<file path="src/design/tsd_pkg.sv">
// Shared types and constants of the telnet stream deframer.
`default_nettype none
package tsd_pkg;

  localparam logic [7:0] B_IAC  = 8'd255;
  localparam logic [7:0] B_SB   = 8'd250;
  localparam logic [7:0] B_SE   = 8'd240;
  localparam logic [7:0] B_WILL = 8'd251;

  localparam int CFG_IDX_W = 3;
  localparam int CFG_DAT_W = 16;

  typedef enum logic [CFG_IDX_W-1:0] {
    REG_DEFAULT_WIDTH  = 3'd0,
    REG_DEFAULT_HEIGHT = 3'd1,
    REG_NAWS_OPTION    = 3'd2,
    REG_TTYPE_OPTION   = 3'd3,
    REG_CHARSET_OPTION = 3'd4,
    REG_COMPRESS_A     = 3'd5,
    REG_COMPRESS_B     = 3'd6
  } reg_idx_t;

  typedef enum logic [2:0] {
    PH_PLAIN  = 3'd0,
    PH_IAC    = 3'd1,
    PH_NEG    = 3'd2,
    PH_OPT    = 3'd3,
    PH_SUB    = 3'd4,
    PH_SUBIAC = 3'd5
  } phase_t;

  typedef enum logic [2:0] {
    OP_DATA     = 3'd0,
    OP_CMD      = 3'd1,
    OP_NEG      = 3'd2,
    OP_SUBSTART = 3'd3,
    OP_SUBDATA  = 3'd4,
    OP_SUBPAIR  = 3'd5,
    OP_SUBEND   = 3'd6
  } op_kind_t;

  localparam logic [2:0] TK_DATA     = 3'd0;
  localparam logic [2:0] TK_CMD      = 3'd1;
  localparam logic [2:0] TK_NEG      = 3'd2;
  localparam logic [2:0] TK_SUBSTART = 3'd3;
  localparam logic [2:0] TK_SUBDATA  = 3'd4;
  localparam logic [2:0] TK_SUBEND   = 3'd5;

  localparam logic [2:0] SC_GENERIC  = 3'd0;
  localparam logic [2:0] SC_NAWS     = 3'd1;
  localparam logic [2:0] SC_COMPRESS = 3'd2;
  localparam logic [2:0] SC_TTYPE    = 3'd3;
  localparam logic [2:0] SC_CHARSET  = 3'd4;

  localparam logic [1:0] ERR_NONE    = 2'd0;
  localparam logic [1:0] ERR_MISSING = 2'd1;
  localparam logic [1:0] ERR_SEND    = 2'd2;
  localparam logic [1:0] ERR_UNKNOWN = 2'd3;

  localparam logic [7:0] TT_IS   = 8'd0;
  localparam logic [7:0] TT_SEND = 8'd1;

  localparam logic [2:0] HEAD_BYTES = 3'd4;

  typedef struct packed {
    op_kind_t   kind;
    logic [7:0] value;
    logic [1:0] verb;
    logic [7:0] opt;
  } op_t;

  typedef struct packed {
    logic [15:0] default_width;
    logic [15:0] default_height;
    logic [7:0]  naws_option;
    logic [7:0]  ttype_option;
    logic [7:0]  charset_option;
    logic [7:0]  compress_option_a;
    logic [7:0]  compress_option_b;
  } cfg_t;

  typedef struct packed {
    logic [2:0]  token_kind;
    logic [7:0]  byte_value;
    logic [1:0]  verb;
    logic [7:0]  option_code;
    logic [2:0]  sub_class;
    logic [1:0]  error_code;
    logic [15:0] win_width;
    logic [15:0] win_height;
    logic        last;
  } token_t;

endpackage
`default_nettype wire

</file>
<file path="src/design/tsd_front.sv">
// Front end: telnet byte parser that turns taken words into queued operations.
`default_nettype none
module tsd_front (
  input  wire logic       clk,
  input  wire logic       rst,
  input  wire logic       in_take,
  input  wire logic [7:0] rx_byte,
  output tsd_pkg::op_t    op,
  output logic            op_push
);

  tsd_pkg::phase_t phase, phase_next;
  logic [1:0] held_verb;
  logic [7:0] sub_option;
  logic       op_emit;

  always_comb begin
    phase_next = phase;
    case (phase)
      tsd_pkg::PH_PLAIN: begin
        if (rx_byte == tsd_pkg::B_IAC) phase_next = tsd_pkg::PH_IAC;
      end
      tsd_pkg::PH_IAC: begin
        if (rx_byte == tsd_pkg::B_IAC) phase_next = tsd_pkg::PH_PLAIN;
        else if (rx_byte >= tsd_pkg::B_WILL) phase_next = tsd_pkg::PH_NEG;
        else if (rx_byte == tsd_pkg::B_SB) phase_next = tsd_pkg::PH_OPT;
        else phase_next = tsd_pkg::PH_PLAIN;
      end
      tsd_pkg::PH_NEG: phase_next = tsd_pkg::PH_PLAIN;
      tsd_pkg::PH_OPT: phase_next = tsd_pkg::PH_SUB;
      tsd_pkg::PH_SUB: begin
        if (rx_byte == tsd_pkg::B_IAC) phase_next = tsd_pkg::PH_SUBIAC;
      end
      tsd_pkg::PH_SUBIAC: begin
        if (rx_byte == tsd_pkg::B_SE) phase_next = tsd_pkg::PH_PLAIN;
        else phase_next = tsd_pkg::PH_SUB;
      end
      default: phase_next = tsd_pkg::PH_PLAIN;
    endcase
  end

  always_comb begin
    op_emit  = 1'b0;
    op.kind  = tsd_pkg::OP_DATA;
    op.value = rx_byte;
    op.verb  = 2'd0;
    op.opt   = sub_option;
    case (phase)
      tsd_pkg::PH_PLAIN: begin
        op_emit = (rx_byte != tsd_pkg::B_IAC);
      end
      tsd_pkg::PH_IAC: begin
        if (rx_byte == tsd_pkg::B_IAC) begin
          op_emit = 1'b1;
        end else if (rx_byte < tsd_pkg::B_WILL && rx_byte != tsd_pkg::B_SB) begin
          op_emit = 1'b1;
          op.kind = tsd_pkg::OP_CMD;
        end
      end
      tsd_pkg::PH_NEG: begin
        op_emit = 1'b1;
        op.kind = tsd_pkg::OP_NEG;
        op.verb = held_verb;
        op.opt  = rx_byte;
      end
      tsd_pkg::PH_OPT: begin
        op_emit = 1'b1;
        op.kind = tsd_pkg::OP_SUBSTART;
        op.opt  = rx_byte;
      end
      tsd_pkg::PH_SUB: begin
        op_emit = (rx_byte != tsd_pkg::B_IAC);
        op.kind = tsd_pkg::OP_SUBDATA;
      end
      tsd_pkg::PH_SUBIAC: begin
        op_emit = 1'b1;
        if (rx_byte == tsd_pkg::B_SE) op.kind = tsd_pkg::OP_SUBEND;
        else if (rx_byte == tsd_pkg::B_IAC) op.kind = tsd_pkg::OP_SUBDATA;
        else op.kind = tsd_pkg::OP_SUBPAIR;
      end
      default: op_emit = 1'b0;
    endcase
  end

  assign op_push = in_take && op_emit;

  always_ff @(posedge clk) begin
    if (rst) begin
      phase      <= tsd_pkg::PH_PLAIN;
      held_verb  <= 2'd0;
      sub_option <= 8'd0;
    end else if (in_take) begin
      phase <= phase_next;
      if (phase == tsd_pkg::PH_IAC && rx_byte >= tsd_pkg::B_WILL) begin
        held_verb <= 2'(rx_byte - tsd_pkg::B_WILL);
      end
      if (phase == tsd_pkg::PH_OPT) sub_option <= rx_byte;
    end
  end

endmodule
`default_nettype wire

</file>
<file path="src/design/tsd_opq.sv">
// Small operation queue between the parser and the token builder.
`default_nettype none
module tsd_opq #(
  parameter int DEPTH = 4
) (
  input  wire logic         clk,
  input  wire logic         rst,
  input  wire logic         wr_en,
  input  wire tsd_pkg::op_t wr_op,
  input  wire logic         rd_en,
  output tsd_pkg::op_t      rd_op,
  output logic              q_valid,
  output logic              q_full
);

  localparam int PTR_W = (DEPTH > 1) ? $clog2(DEPTH) : 1;
  localparam int CNT_W = $clog2(DEPTH + 1);

  tsd_pkg::op_t mem [DEPTH];
  logic [PTR_W-1:0] wptr, rptr;
  logic [CNT_W-1:0] count;
  logic do_wr, do_rd;

  assign q_valid = (count != '0);
  assign q_full  = (count == CNT_W'(DEPTH));
  assign do_wr   = wr_en && !q_full;
  assign do_rd   = rd_en && q_valid;
  assign rd_op   = mem[rptr];

  always_ff @(posedge clk) begin
    if (do_wr) mem[wptr] <= wr_op;
  end

  always_ff @(posedge clk) begin
    if (rst) begin
      wptr  <= '0;
      rptr  <= '0;
      count <= '0;
    end else begin
      if (do_wr) wptr <= (wptr == PTR_W'(DEPTH - 1)) ? '0 : wptr + 1'b1;
      if (do_rd) rptr <= (rptr == PTR_W'(DEPTH - 1)) ? '0 : rptr + 1'b1;
      case ({do_wr, do_rd})
        2'b10:   count <= count + 1'b1;
        2'b01:   count <= count - 1'b1;
        default: count <= count;
      endcase
    end
  end

endmodule
`default_nettype wire

</file>
<file path="src/design/tsd_back.sv">
// Back end: executes queued operations, tracks subnegotiation data, builds tokens.
`default_nettype none
module tsd_back (
  input  wire logic          clk,
  input  wire logic          rst,
  input  wire tsd_pkg::cfg_t cfg,
  input  wire tsd_pkg::op_t  op,
  input  wire logic          op_valid,
  output logic               op_pop,
  input  wire logic          tok_take,
  output logic               tok_valid,
  output tsd_pkg::token_t    tok
);

  logic [2:0]  sub_count;
  logic [31:0] sub_head;
  logic        second;
  logic        can_load, fire;
  logic        take_en;
  logic [7:0]  take_byte;
  logic [7:0]  first;
  tsd_pkg::token_t tok_next;

  assign can_load = !tok_valid || tok_take;
  assign fire     = op_valid && can_load;
  assign op_pop   = fire && !(op.kind == tsd_pkg::OP_SUBPAIR && !second);

  always_comb begin
    case (sub_count)
      3'd1:    first = sub_head[7:0];
      3'd2:    first = sub_head[15:8];
      3'd3:    first = sub_head[23:16];
      3'd4:    first = sub_head[31:24];
      default: first = 8'd0;
    endcase
  end

  always_comb begin
    tok_next   = '0;
    tok_next.last = 1'b1;
    take_en    = 1'b0;
    take_byte  = op.value;
    case (op.kind)
      tsd_pkg::OP_DATA: begin
        tok_next.token_kind = tsd_pkg::TK_DATA;
        tok_next.byte_value = op.value;
      end
      tsd_pkg::OP_CMD: begin
        tok_next.token_kind = tsd_pkg::TK_CMD;
        tok_next.byte_value = op.value;
      end
      tsd_pkg::OP_NEG: begin
        tok_next.token_kind  = tsd_pkg::TK_NEG;
        tok_next.verb        = op.verb;
        tok_next.option_code = op.opt;
      end
      tsd_pkg::OP_SUBSTART: begin
        tok_next.token_kind  = tsd_pkg::TK_SUBSTART;
        tok_next.option_code = op.opt;
      end
      tsd_pkg::OP_SUBDATA: begin
        tok_next.token_kind  = tsd_pkg::TK_SUBDATA;
        tok_next.byte_value  = op.value;
        tok_next.option_code = op.opt;
        take_en = 1'b1;
      end
      tsd_pkg::OP_SUBPAIR: begin
        tok_next.token_kind  = tsd_pkg::TK_SUBDATA;
        tok_next.option_code = op.opt;
        take_en = 1'b1;
        if (second) begin
          tok_next.byte_value = op.value;
        end else begin
          tok_next.byte_value = tsd_pkg::B_IAC;
          tok_next.last       = 1'b0;
          take_byte           = tsd_pkg::B_IAC;
        end
      end
      tsd_pkg::OP_SUBEND: begin
        tok_next.token_kind  = tsd_pkg::TK_SUBEND;
        tok_next.option_code = op.opt;
        if (op.opt == cfg.naws_option) begin
          tok_next.sub_class = tsd_pkg::SC_NAWS;
          if (sub_count >= tsd_pkg::HEAD_BYTES) begin
            tok_next.win_width  = sub_head[31:16];
            tok_next.win_height = sub_head[15:0];
          end else begin
            tok_next.win_width  = cfg.default_width;
            tok_next.win_height = cfg.default_height;
          end
        end else if (op.opt == cfg.compress_option_a || op.opt == cfg.compress_option_b) begin
          tok_next.sub_class = tsd_pkg::SC_COMPRESS;
        end else if (op.opt == cfg.ttype_option) begin
          tok_next.sub_class = tsd_pkg::SC_TTYPE;
          if (sub_count == 3'd0) tok_next.error_code = tsd_pkg::ERR_MISSING;
          else if (first == tsd_pkg::TT_IS) tok_next.error_code = tsd_pkg::ERR_NONE;
          else if (first == tsd_pkg::TT_SEND) tok_next.error_code = tsd_pkg::ERR_SEND;
          else tok_next.error_code = tsd_pkg::ERR_UNKNOWN;
        end else if (op.opt == cfg.charset_option) begin
          tok_next.sub_class = tsd_pkg::SC_CHARSET;
          if (sub_count == 3'd0) tok_next.error_code = tsd_pkg::ERR_MISSING;
          else tok_next.byte_value = first;
        end else begin
          tok_next.sub_class = tsd_pkg::SC_GENERIC;
        end
      end
      default: tok_next.token_kind = tsd_pkg::TK_DATA;
    endcase
  end

  always_ff @(posedge clk) begin
    if (fire) tok <= tok_next;
  end

  always_ff @(posedge clk) begin
    if (rst) begin
      tok_valid <= 1'b0;
      second    <= 1'b0;
      sub_count <= 3'd0;
      sub_head  <= 32'd0;
    end else begin
      if (fire) tok_valid <= 1'b1;
      else if (tok_take) tok_valid <= 1'b0;
      if (fire) begin
        second <= (op.kind == tsd_pkg::OP_SUBPAIR) && !second;
        if (op.kind == tsd_pkg::OP_SUBSTART) begin
          sub_count <= 3'd0;
          sub_head  <= 32'd0;
        end else if (take_en && sub_count < tsd_pkg::HEAD_BYTES) begin
          sub_head  <= {sub_head[23:0], take_byte};
          sub_count <= sub_count + 3'd1;
        end
      end
    end
  end

endmodule
`default_nettype wire

</file>
<file path="src/design/telnet_stream_deframer.sv">
// Top level of the telnet stream deframer: config registers, parser, queue, token builder.
//
//  channel | handshake              | payload
//  --------+------------------------+---------------------------------------------
//  input   | push / full            | rx_byte
//  result  | empty / pop            | token_kind byte_value verb option_code
//          |                        | sub_class error_code win_width win_height last
//  config  | cfg_valid / cfg_ready  | cfg_index cfg_data
//
// One word per cycle enters while full is low; the parser settles each word in the cycle
// it is taken. A word that yields two tokens (IAC plus another byte inside a
// subnegotiation) needs the builder for both; the queue absorbs that, so while pop keeps
// up the rate is one word per cycle apart from those pairs; ops are registered in the
// queue, tokens in the token register; full rises once the queue fills while pop is held
// low. Synchronous reset clears parser, queue and output state; cfg_ready is always high.
`default_nettype none
module telnet_stream_deframer #(
  parameter int OPQ_DEPTH = 4
) (
  input  wire logic        clk,
  input  wire logic        rst,
  input  wire logic        push,
  output logic             full,
  input  wire logic [7:0]  rx_byte,
  output logic             empty,
  input  wire logic        pop,
  output logic [2:0]       token_kind,
  output logic [7:0]       byte_value,
  output logic [1:0]       verb,
  output logic [7:0]       option_code,
  output logic [2:0]       sub_class,
  output logic [1:0]       error_code,
  output logic [15:0]      win_width,
  output logic [15:0]      win_height,
  output logic             last,
  input  wire logic        cfg_valid,
  output logic             cfg_ready,
  input  wire logic [tsd_pkg::CFG_IDX_W-1:0] cfg_index,
  input  wire logic [tsd_pkg::CFG_DAT_W-1:0] cfg_data
);

  tsd_pkg::cfg_t   cfg;
  tsd_pkg::op_t    f_op, q_op;
  tsd_pkg::token_t tok;
  logic f_push, q_valid, q_full, q_pop, tok_valid, in_take, tok_take;

  assign cfg_ready = 1'b1;
  assign full      = q_full;
  assign in_take   = push && !q_full;
  assign empty     = !tok_valid;
  assign tok_take  = pop && tok_valid;

  always_ff @(posedge clk) begin
    if (rst) begin
      cfg.default_width     <= 16'd80;
      cfg.default_height    <= 16'd24;
      cfg.naws_option       <= 8'd31;
      cfg.ttype_option      <= 8'd24;
      cfg.charset_option    <= 8'd42;
      cfg.compress_option_a <= 8'd86;
      cfg.compress_option_b <= 8'd87;
    end else if (cfg_valid && cfg_ready) begin
      case (cfg_index)
        tsd_pkg::REG_DEFAULT_WIDTH:  cfg.default_width     <= cfg_data;
        tsd_pkg::REG_DEFAULT_HEIGHT: cfg.default_height    <= cfg_data;
        tsd_pkg::REG_NAWS_OPTION:    cfg.naws_option       <= cfg_data[7:0];
        tsd_pkg::REG_TTYPE_OPTION:   cfg.ttype_option      <= cfg_data[7:0];
        tsd_pkg::REG_CHARSET_OPTION: cfg.charset_option    <= cfg_data[7:0];
        tsd_pkg::REG_COMPRESS_A:     cfg.compress_option_a <= cfg_data[7:0];
        tsd_pkg::REG_COMPRESS_B:     cfg.compress_option_b <= cfg_data[7:0];
        default: ;
      endcase
    end
  end

  tsd_front u_front (
    .clk     (clk),
    .rst     (rst),
    .in_take (in_take),
    .rx_byte (rx_byte),
    .op      (f_op),
    .op_push (f_push)
  );

  tsd_opq #(.DEPTH(OPQ_DEPTH)) u_opq (
    .clk     (clk),
    .rst     (rst),
    .wr_en   (f_push),
    .wr_op   (f_op),
    .rd_en   (q_pop),
    .rd_op   (q_op),
    .q_valid (q_valid),
    .q_full  (q_full)
  );

  tsd_back u_back (
    .clk       (clk),
    .rst       (rst),
    .cfg       (cfg),
    .op        (q_op),
    .op_valid  (q_valid),
    .op_pop    (q_pop),
    .tok_take  (tok_take),
    .tok_valid (tok_valid),
    .tok       (tok)
  );

  assign token_kind  = tok.token_kind;
  assign byte_value  = tok.byte_value;
  assign verb        = tok.verb;
  assign option_code = tok.option_code;
  assign sub_class   = tok.sub_class;
  assign error_code  = tok.error_code;
  assign win_width   = tok.win_width;
  assign win_height  = tok.win_height;
  assign last        = tok.last;

endmodule
`default_nettype wire
</file>
<file path="config.mk">
export PLATFORM = sky130hd
export DESIGN_NAME = telnet_stream_deframer
export DESIGN_NICKNAME = d
export VERILOG_FILES = /design/src/design/tsd_pkg.sv /design/src/design/tsd_front.sv /design/src/design/tsd_opq.sv /design/src/design/tsd_back.sv /design/src/design/telnet_stream_deframer.sv
export SDC_FILE = /design/constraint.sdc
export NUM_CORES = 1
export LEC_CHECK = 0
export BUFFER_PORTS_ARGS = -buffer_cell sky130_fd_sc_hd__buf_2
export CAP_MARGIN = 40
export CORE_MARGIN = 8
export CORE_UTILIZATION = 25
export CTS_CLUSTER_DIAMETER = 100
export DETAILED_ROUTE_END_ITERATION = 8
export PLACE_DENSITY = 0.43
export SYNTH_ARGS = -nofsm -noshare
export SYNTH_HDL_FRONTEND = slang
export SYNTH_SLANG_ARGS = --single-unit
</file>
<file path="constraint.sdc">
create_clock -name clk -period 12.1 [get_ports clk]
set_input_delay 2.42 -clock clk [delete_from_list [all_inputs] [get_ports clk]]
set_output_delay 2.42 -clock clk [all_outputs]
set_load 0.005 [all_outputs]
</file>
; Yosys cells after proc, flatten, opt, wreduce, memory -nomap -nowiden
; Memory sizes are Yosys's and may differ from the RTL's. A register that Yosys moved wholly into a read port is not among the register bits.
; Cells that the tools add are included.
[totals]
out_inout_bits = 62
ram_bits = 84
wordCells = 178
regBits = 188
n_memories = 1
in_bits = 32
[op_classes]
n_bitwise = 1
order_cmp = 4
eq_ne = 39
muxes = 52
add_sub_neg = 6
reduce_logical = 47
[memory_table]
columns = name, words, width, read_ports, rd_ports_with_merged_regs, write_ports, line
row1 = u_opq.mem, 4, 21, 1, 1, 1, tsd_opq.sv:19  ; tsd_pkg::op_t mem [DEPTH];
[ops]
columns = cell, count
row1 = $mux W32, 3
row2 = $mux W8, 8
row3 = $pmux W3 S5, 3
row4 = $eq A8 B8 Y1, 5
row5 = $pmux W8 S4, 1
row6 = $eq A3 B3 Y1 const B, 10
row7 = $mux W3, 10
row8 = $eq A3 B2 Y1 const B, 8
row9 = $eq A8 B8 Y1 const B, 3
row10 = $pmux W8 S3, 1
row11 = $reduce_and A2 Y1, 11
row12 = $mux W2, 9
row13 = $ne A8 B8 Y1 const B, 2
row14 = $mux W1, 14
row15 = $eq A3 B1 Y1 const B, 4
row16 = $logic_not A3 Y1, 4
row17 = $logic_and A1 B1 Y1, 11
row18 = $reduce_or A3 Y1, 3
row19 = $eq A8 B1 Y1 const B, 1
row20 = $ge A8 B8 Y1 const B, 1
row21 = $logic_not A8 Y1, 1
row22 = $lt A8 B8 Y1 const B, 1
row23 = $reduce_or A2 Y1, 4
row24 = $add A3 B1 Y3 const B, 2
row25 = other kinds (19), 29

; Logic depth before layout (Yosys ltp)
[logic_depth]
ltp_word = 9
ltp_mapped = 12
ltp_nobuf = 12

; Hierarchy
; From an unflattened synthesis, not the netlist that was laid out.
[unflattened]
hier_cells = 988
area_unflattened_um2 = 12166.7
[modules_own_cells]
columns = mod, seq_area_each_um2, area_each_um2, cells_each, n_inst
row1 = tsd_back, 2512.4, 4780.8, 432, 1
row2 = tsd_opq, 2702.6, 3513.4, 163, 1
row3 = telnet_stream_deframer, 1441.4, 2935.3, 278, 1
row4 = tsd_front, 260.2, 937.1, 115, 1

; Worst setup path before layout
; Ideal clock, no wire load.
[synth_timing]
path_type = input-to-reg
from = in pop
to = reg u_opq.count[2]
slack_ns = 4.919
path_buffers = 0
setup_ns = 0.070
path_stages = 9
required_ns = 12.030
arrival_time_ns = 7.110
cell_sequence = inv_1 > a21oi_1 > nand2_1 > inv_1 > ha_1 > fa_1 > xnor2_1 > or3_1 > a21oi_1
[synth_between]
elab_chain_len = 7
word_cells_on_any_way = 9
cone_classes = eq/ne: 2 / mux: 1 / reduce/logical: 6
[synth_rtl]
columns = element, line
row1 = "start, declared", telnet_stream_deframer.sv:26  ; input wire logic pop,
row2 = $logic_and A1 B1 Y1 (*), telnet_stream_deframer.sv:51  ; assign tok_take = pop && tok_valid;
row3 = $logic_or A1 B1 Y1 (*), tsd_back.sv:24  ; assign can_load = !tok_valid || tok_take;
row4 = $logic_and A1 B1 Y1 (*), tsd_back.sv:25  ; assign fire = op_valid && can_load;
row5 = named net u_back.fire, tsd_back.sv:18  ; logic can_load, fire;
row6 = $logic_and A1 B1 Y1 (*), tsd_back.sv:26  ; assign op_pop = fire && !(op.kind == tsd_pkg::OP_SUBPAIR && !second);
row7 = $logic_and A1 B1 Y1 (*), tsd_opq.sv:27  ; assign do_rd = rd_en && q_valid;
row8 = $eq A2 B1 Y1 or $eq A2 B2 Y1 (tied branches), tsd_opq.sv:42  ; case ({do_wr, do_rd})
row9 = $pmux W3 S2 or $reduce_bool A2 Y1 (tied branches), -
row10 = "end signal, assigned", tsd_opq.sv:43  ; 2'b10: count <= count + 1'b1;
row11 = "end signal, assigned", tsd_opq.sv:44  ; 2'b01: count <= count - 1'b1;
row12 = "end signal, assigned", tsd_opq.sv:45  ; default: count <= count;
row13 = "end, declared", tsd_opq.sv:21  ; logic [CNT_W-1:0] count;
; The timed path passes the listed nets; every way through them passes the cells marked *.
; A chain may end at the register's enable or synchronous reset.

; Worst setup path in the final report
[layout_timing]
from = in rx_byte[0]
to = reg u_opq.count[2]
[layout_between]
elab_chain_len = 9
word_cells_on_any_way = 14
cone_classes = order compare: 1 / eq/ne: 5 / mux: 4 / reduce/logical: 4
[layout_rtl]
columns = element, line
row1 = "start, declared", telnet_stream_deframer.sv:24  ; input wire logic [7:0] rx_byte,
row2 = $lt A8 B8 Y1 or $ne A8 B8 Y1 (tied branches), tsd_front.sv:55  ; end else if (rx_byte < tsd_pkg::B_WILL && rx_byte != tsd_pkg::B_SB) begin
row3 = $logic_and A1 B1 Y1, tsd_front.sv:55
row4 = $mux W1, tsd_front.sv:55
row5 = $mux W1, tsd_front.sv:53  ; if (rx_byte == tsd_pkg::B_IAC) begin
row6 = $pmux W1 S3 (*), tsd_front.sv:48  ; case (phase)
row7 = $logic_and A1 B1 Y1 (*), tsd_front.sv:85  ; assign op_push = in_take && op_emit;
row8 = $logic_and A1 B1 Y1 (*), tsd_opq.sv:26  ; assign do_wr = wr_en && !q_full;
row9 = $eq A2 B1 Y1 or $eq A2 B2 Y1 (tied branches), tsd_opq.sv:42
row10 = $pmux W3 S2 or $reduce_bool A2 Y1 (tied branches), -
; Every way passes the cells marked *; elsewhere a longest branch is shown, timed or not.

==> results summary <==
The run finished with clean final reports. The critical path in this run is classified as primary input to flip-flop. Among cell families on the critical path, the largest total delay comes from compound AO/OA/AOI/OAI gates. The share of power burned in combinational logic came out at 0.247. The number of endpoints failing setup at the final stage came out at 0. The power density relative to cell area came out at 215 nW/um^2.

Counting flops and latches in the post-synthesis netlist gives 274. The complex-gate fraction of the synthesized area came out at 0.0814. The overall routing resource usage is 0.118.

Measured against its own limit, the worst slew margin works out to 0.446. Static timing analysis puts the maximum clock frequency at 0.194 GHz. The start point of the worst min-delay path is cfg[64]. Setup repair after global routing left no endpoint under its margin. In the final routed layout, each cell accounts on average for 18.4 um. Entering global routing, the biggest net connects 83 pins. The internal power of the cells totals 2.09 mW. The worst hold path passes through 2 cells. The delay of the slowest cell on the worst path is 0.68 ns. The basic-gate share of the synthesized area counting and, or, nand and nor cells is 0.144. Yosys mapped a number of flops with a built-in enable equal to 143. The number of max-slew violations in the final report came to 0. The clock net in this run drives a total of 274 sinks. The design area came out at 14000 um^2. The area growth from synthesis to layout is 20.4%. The number of warning messages in the yosys log came out at 0. The slowest stage of the critical path belongs to the cell sky130_fd_sc_hd__a211oi_1.

The synthesized netlist cell count came out at 1013. The starting utilization of the core area is 0.252. The worst hold path terminates at cfg[64]. The clock power share came out at 0.347.

The worst register-to-register path has a setup slack of 8.64 ns. The antenna diode count came out at 0. Of the total synthesized cell area, the portion taken by full adders, half adders and majority gates is 0.0200.

TritonCTS built the clock tree. In this run the critical register-to-register path is captured at u_opq.count[2]. The detailed placer's ending HPWL is 21800 um. The minimum hold slack came out at 0.452 ns. The class of the tightest hold or removal check is flip-flop to flip-flop. Tracing the worst setup path back leads to its startpoint at rx_byte[0].

The number of different library cells used by synthesis comes to 57. The number of global-route vias before repair came out at 7759. The sequential-to-total area share from yosys stat is 0.593. When the netlist entered floorplanning its net count stood at 1063.

The required time at the endpoint of the critical path came out at 12.55 ns. The placer's final routability congestion estimate is 0.756. The final hold violation count came out at 0. Summed over all layers, the routed wires come to 31900 um. The max capacitance violation total came out at 0. Clock latency on the worst-skew pair, taken at its later pin, is 0.54 ns. The number of buffers added for setup after CTS is 0. The largest fanout on the critical path is 8. After floorplanning, the core was divided into 79 placement rows. The clock root buffer is sky130_fd_sc_hd__clkbuf_16. The path depth of the worst reg2reg path came out at 11. Leaving out fill and tap cells, the most frequent cell in the layout is sky130_fd_sc_hd__nand2_1.

Across the VDD grid, the largest voltage drop is 0.119 mV. For this run, the share of the core covered by cells in the final layout is 0.303. Port buffering added 92 buffers. The switching power is 936 uW.

The worst path arrival time came out at 5.60 ns. Together, buffers and inverters on the worst path number 3. The number of DRC violations after detailed-routing iteration 0 came out at 471. The CTS clock-pin slew for the worst setup and hold paths is 0.06 ns. The maximum clock path buffer count is 3.

The post-synthesis async set-or-reset flop share is 0. The area of the die came out at 53800 um^2. The initial antenna violation count is 0. The largest family of logic cells by synthesized area is simple AND/OR/NAND/NOR gates. The first-pass detailed-route iteration total came out at 5. Clock skew on the completed layout was measured at 0.0271 ns. The most used flip-flop cell after synthesis is sky130_fd_sc_hd__edfxtp_1.

The shortest period the worst path allows came out at 5.15 ns. The instance area at placement is 12900 um^2. The remaining design rule violation count came out at 0.

Dividing the final minimum period by the clock period gives 0.426. The first-pass GRT wire length came out at 48800 um. The vertical die dimension is 232 um.

The signal on the critical path passes through buf_2 > inv_1 > ha_1 > or3_1 > nand4_1 > o221ai_1 > a211oi_1 > inv_1 > ha_1 > fa_1 > xnor2_1 > or3_1 > a21oi_1. The portion of total power attributed to sequential cells came out at 0.406. The post-detailed-route count of antenna-violating nets came out at 0. The mean post-synth cell area came out at 11.5 um^2.

After synthesis, the share of cell area in mux cells is 0.0945. The placeable core area came out at 46300 um^2. The number of levels the H-tree was split into came out at 2.

STA classifies the critical path endpoint as a flip-flop. The number of nets in the final layout came out at 1153. The number of buffers added by the clock tree synthesis step came out at 35.

STA classifies the critical path startpoint as a primary input. The area taken by flip-flops and latches is 6920 um^2. For this design the static power due to leakage is 4.95 nW. The area taken by multi-input logic gates came out at 4370 um^2. In the layout the commonest cells are 148 x sky130_fd_sc_hd__nand2_1, 143 x sky130_fd_sc_hd__edfxtp_1, 130 x sky130_fd_sc_hd__dfxtp_1, 121 x sky130_fd_sc_hd__nor2_1, 91 x sky130_fd_sc_hd__buf_2.

The die is 232 um wide. The share of cells above drive strength 1 is 0.188. After synthesis the cells add up to 11700 um^2.

The routed via count divided by cell count is 4.46. The number of buffers inserted by hold repair at cts is 0. Total power for the finished layout comes to 3.02 mW. The global route total overflow is 0.

The sum of negative setup slack is 0 ns. The transition time at the pin with the least slew margin came out at 0.828 ns. The count of filler cells inserted in the layout came out at 4778.

The via count came out at 7753. The I/O pin total came out at 94. Gates resized during post-CTS repair numbered 0. The switching share of power is 0.310. The fraction of synthesized cell area in xor and xnor cells came out at 0.0328.
registers in the layout (all words and copies together) (netlist names), 3 cells and up, named ones only:
signal and flops:
cfg 72, u_back.tok 59, u_front.phase 3, u_back.sub_head 32, u_opq.count 3, u_opq.mem 84, u_back.sub_count 3, u_front.sub_option 8
power groups by stage:
| stage | combinational, mW | sequential, mW | clock (mW) |
|---|---|---|---|
| 2_1_floorplan | 0.457 | 1.26 | 0 |
| 3_3_place_gp | 0.733 | 1.25 | 0 |
| 3_5_place_dp | 0.772 | 1.25 | 0 |
| 4_1_cts | 0.774 | 1.23 | 1.09 |
| 5_1_grt | 0.831 | 1.24 | 1.12 |
| 6_report | 0.748 | 1.23 | 1.05 |
metal layers:
metal	up-vias	global-route usage	part of all wire	wire [um]
li1	3789	-	-	-
met1	3757	0.157	0.47	15000
met2	154	0.185	0.46	14700
met3	53	0.0235	0.039	1260
met4	0	0.0476	0.029	922
met5	-	0	0	0
synthesized netlist by cell type, types with 8 or more instances:
cell type                  number  share of area
sky130_fd_sc_hd__nand2_1      148          0.048
sky130_fd_sc_hd__a22oi_1       41          0.026
sky130_fd_sc_hd__buf_2         15         0.0064
sky130_fd_sc_hd__nor3_1         9         0.0039
sky130_fd_sc_hd__dfxtp_1      131           0.22
sky130_fd_sc_hd__a21oi_1       53          0.023
sky130_fd_sc_hd__mux4_2        19          0.037
sky130_fd_sc_hd__mux2i_1       53          0.046
sky130_fd_sc_hd__a32o_1        14          0.012
sky130_fd_sc_hd__ha_1          17          0.018
sky130_fd_sc_hd__nor2b_1       13         0.0070
sky130_fd_sc_hd__edfxtp_1     143           0.37
sky130_fd_sc_hd__inv_1         26         0.0084
sky130_fd_sc_hd__xnor2_1       39          0.029
sky130_fd_sc_hd__nand3b_1      22          0.014
sky130_fd_sc_hd__nand3_1        8         0.0034
sky130_fd_sc_hd__nand4_1       11         0.0059
sky130_fd_sc_hd__clkbuf_1      33          0.011
sky130_fd_sc_hd__nor2_1       122          0.039
sky130_fd_sc_hd__mux2_2         8         0.0077
tightest hold or removal path, cell delays in order, from the launching register on:
cell and delay [ns]:
sky130_fd_sc_hd__dfxtp_1 0.31, sky130_fd_sc_hd__nand2_1 0.05, sky130_fd_sc_hd__a21oi_1 0.05
how the worst max path moves through the flow:
stage	slack [ns]	cells past startpoint	end
after floorplan	4.92	9	u_opq.count[2]
after global placement	6.38	8	u_opq.mem[3][8]
after detailed placement	6.37	13	u_opq.count[2]
after CTS	6.93	13	u_opq.count[2]
after global routing	6.71	13	u_opq.count[2]
final	6.95	13	u_opq.count[2]
through the flow:
stage               setup slack [ns]  cells
floorplan                       4.92   1013
global placement                6.38   1665
detailed placement              6.37   1673
CTS                             6.93   1737
global route                    6.71   1737
finish                          6.95   1737
layout make-up:
class | count | share of cell area
flip-flops and latches | 274 | 0.493
repair buffers | 111 | 0.0517
clock buffers | 43 | 0.0661
inverters | 29 | 0.00776
multi-input cells | 652 | 0.311
clock inverters | 21 | 0.0161
well taps | 607 | 0.0541
cells by family after synthesis:
group	Yosys count
AND/OR/NAND/NOR	370
flip-flops	274
AO/OA/AOI/OAI	139
buffers and inverters	87
multiplexers	82
XOR/XNOR	42
adder cells (fa/ha/maj)	18
other	1
Power figures use the tool's default switching activity.
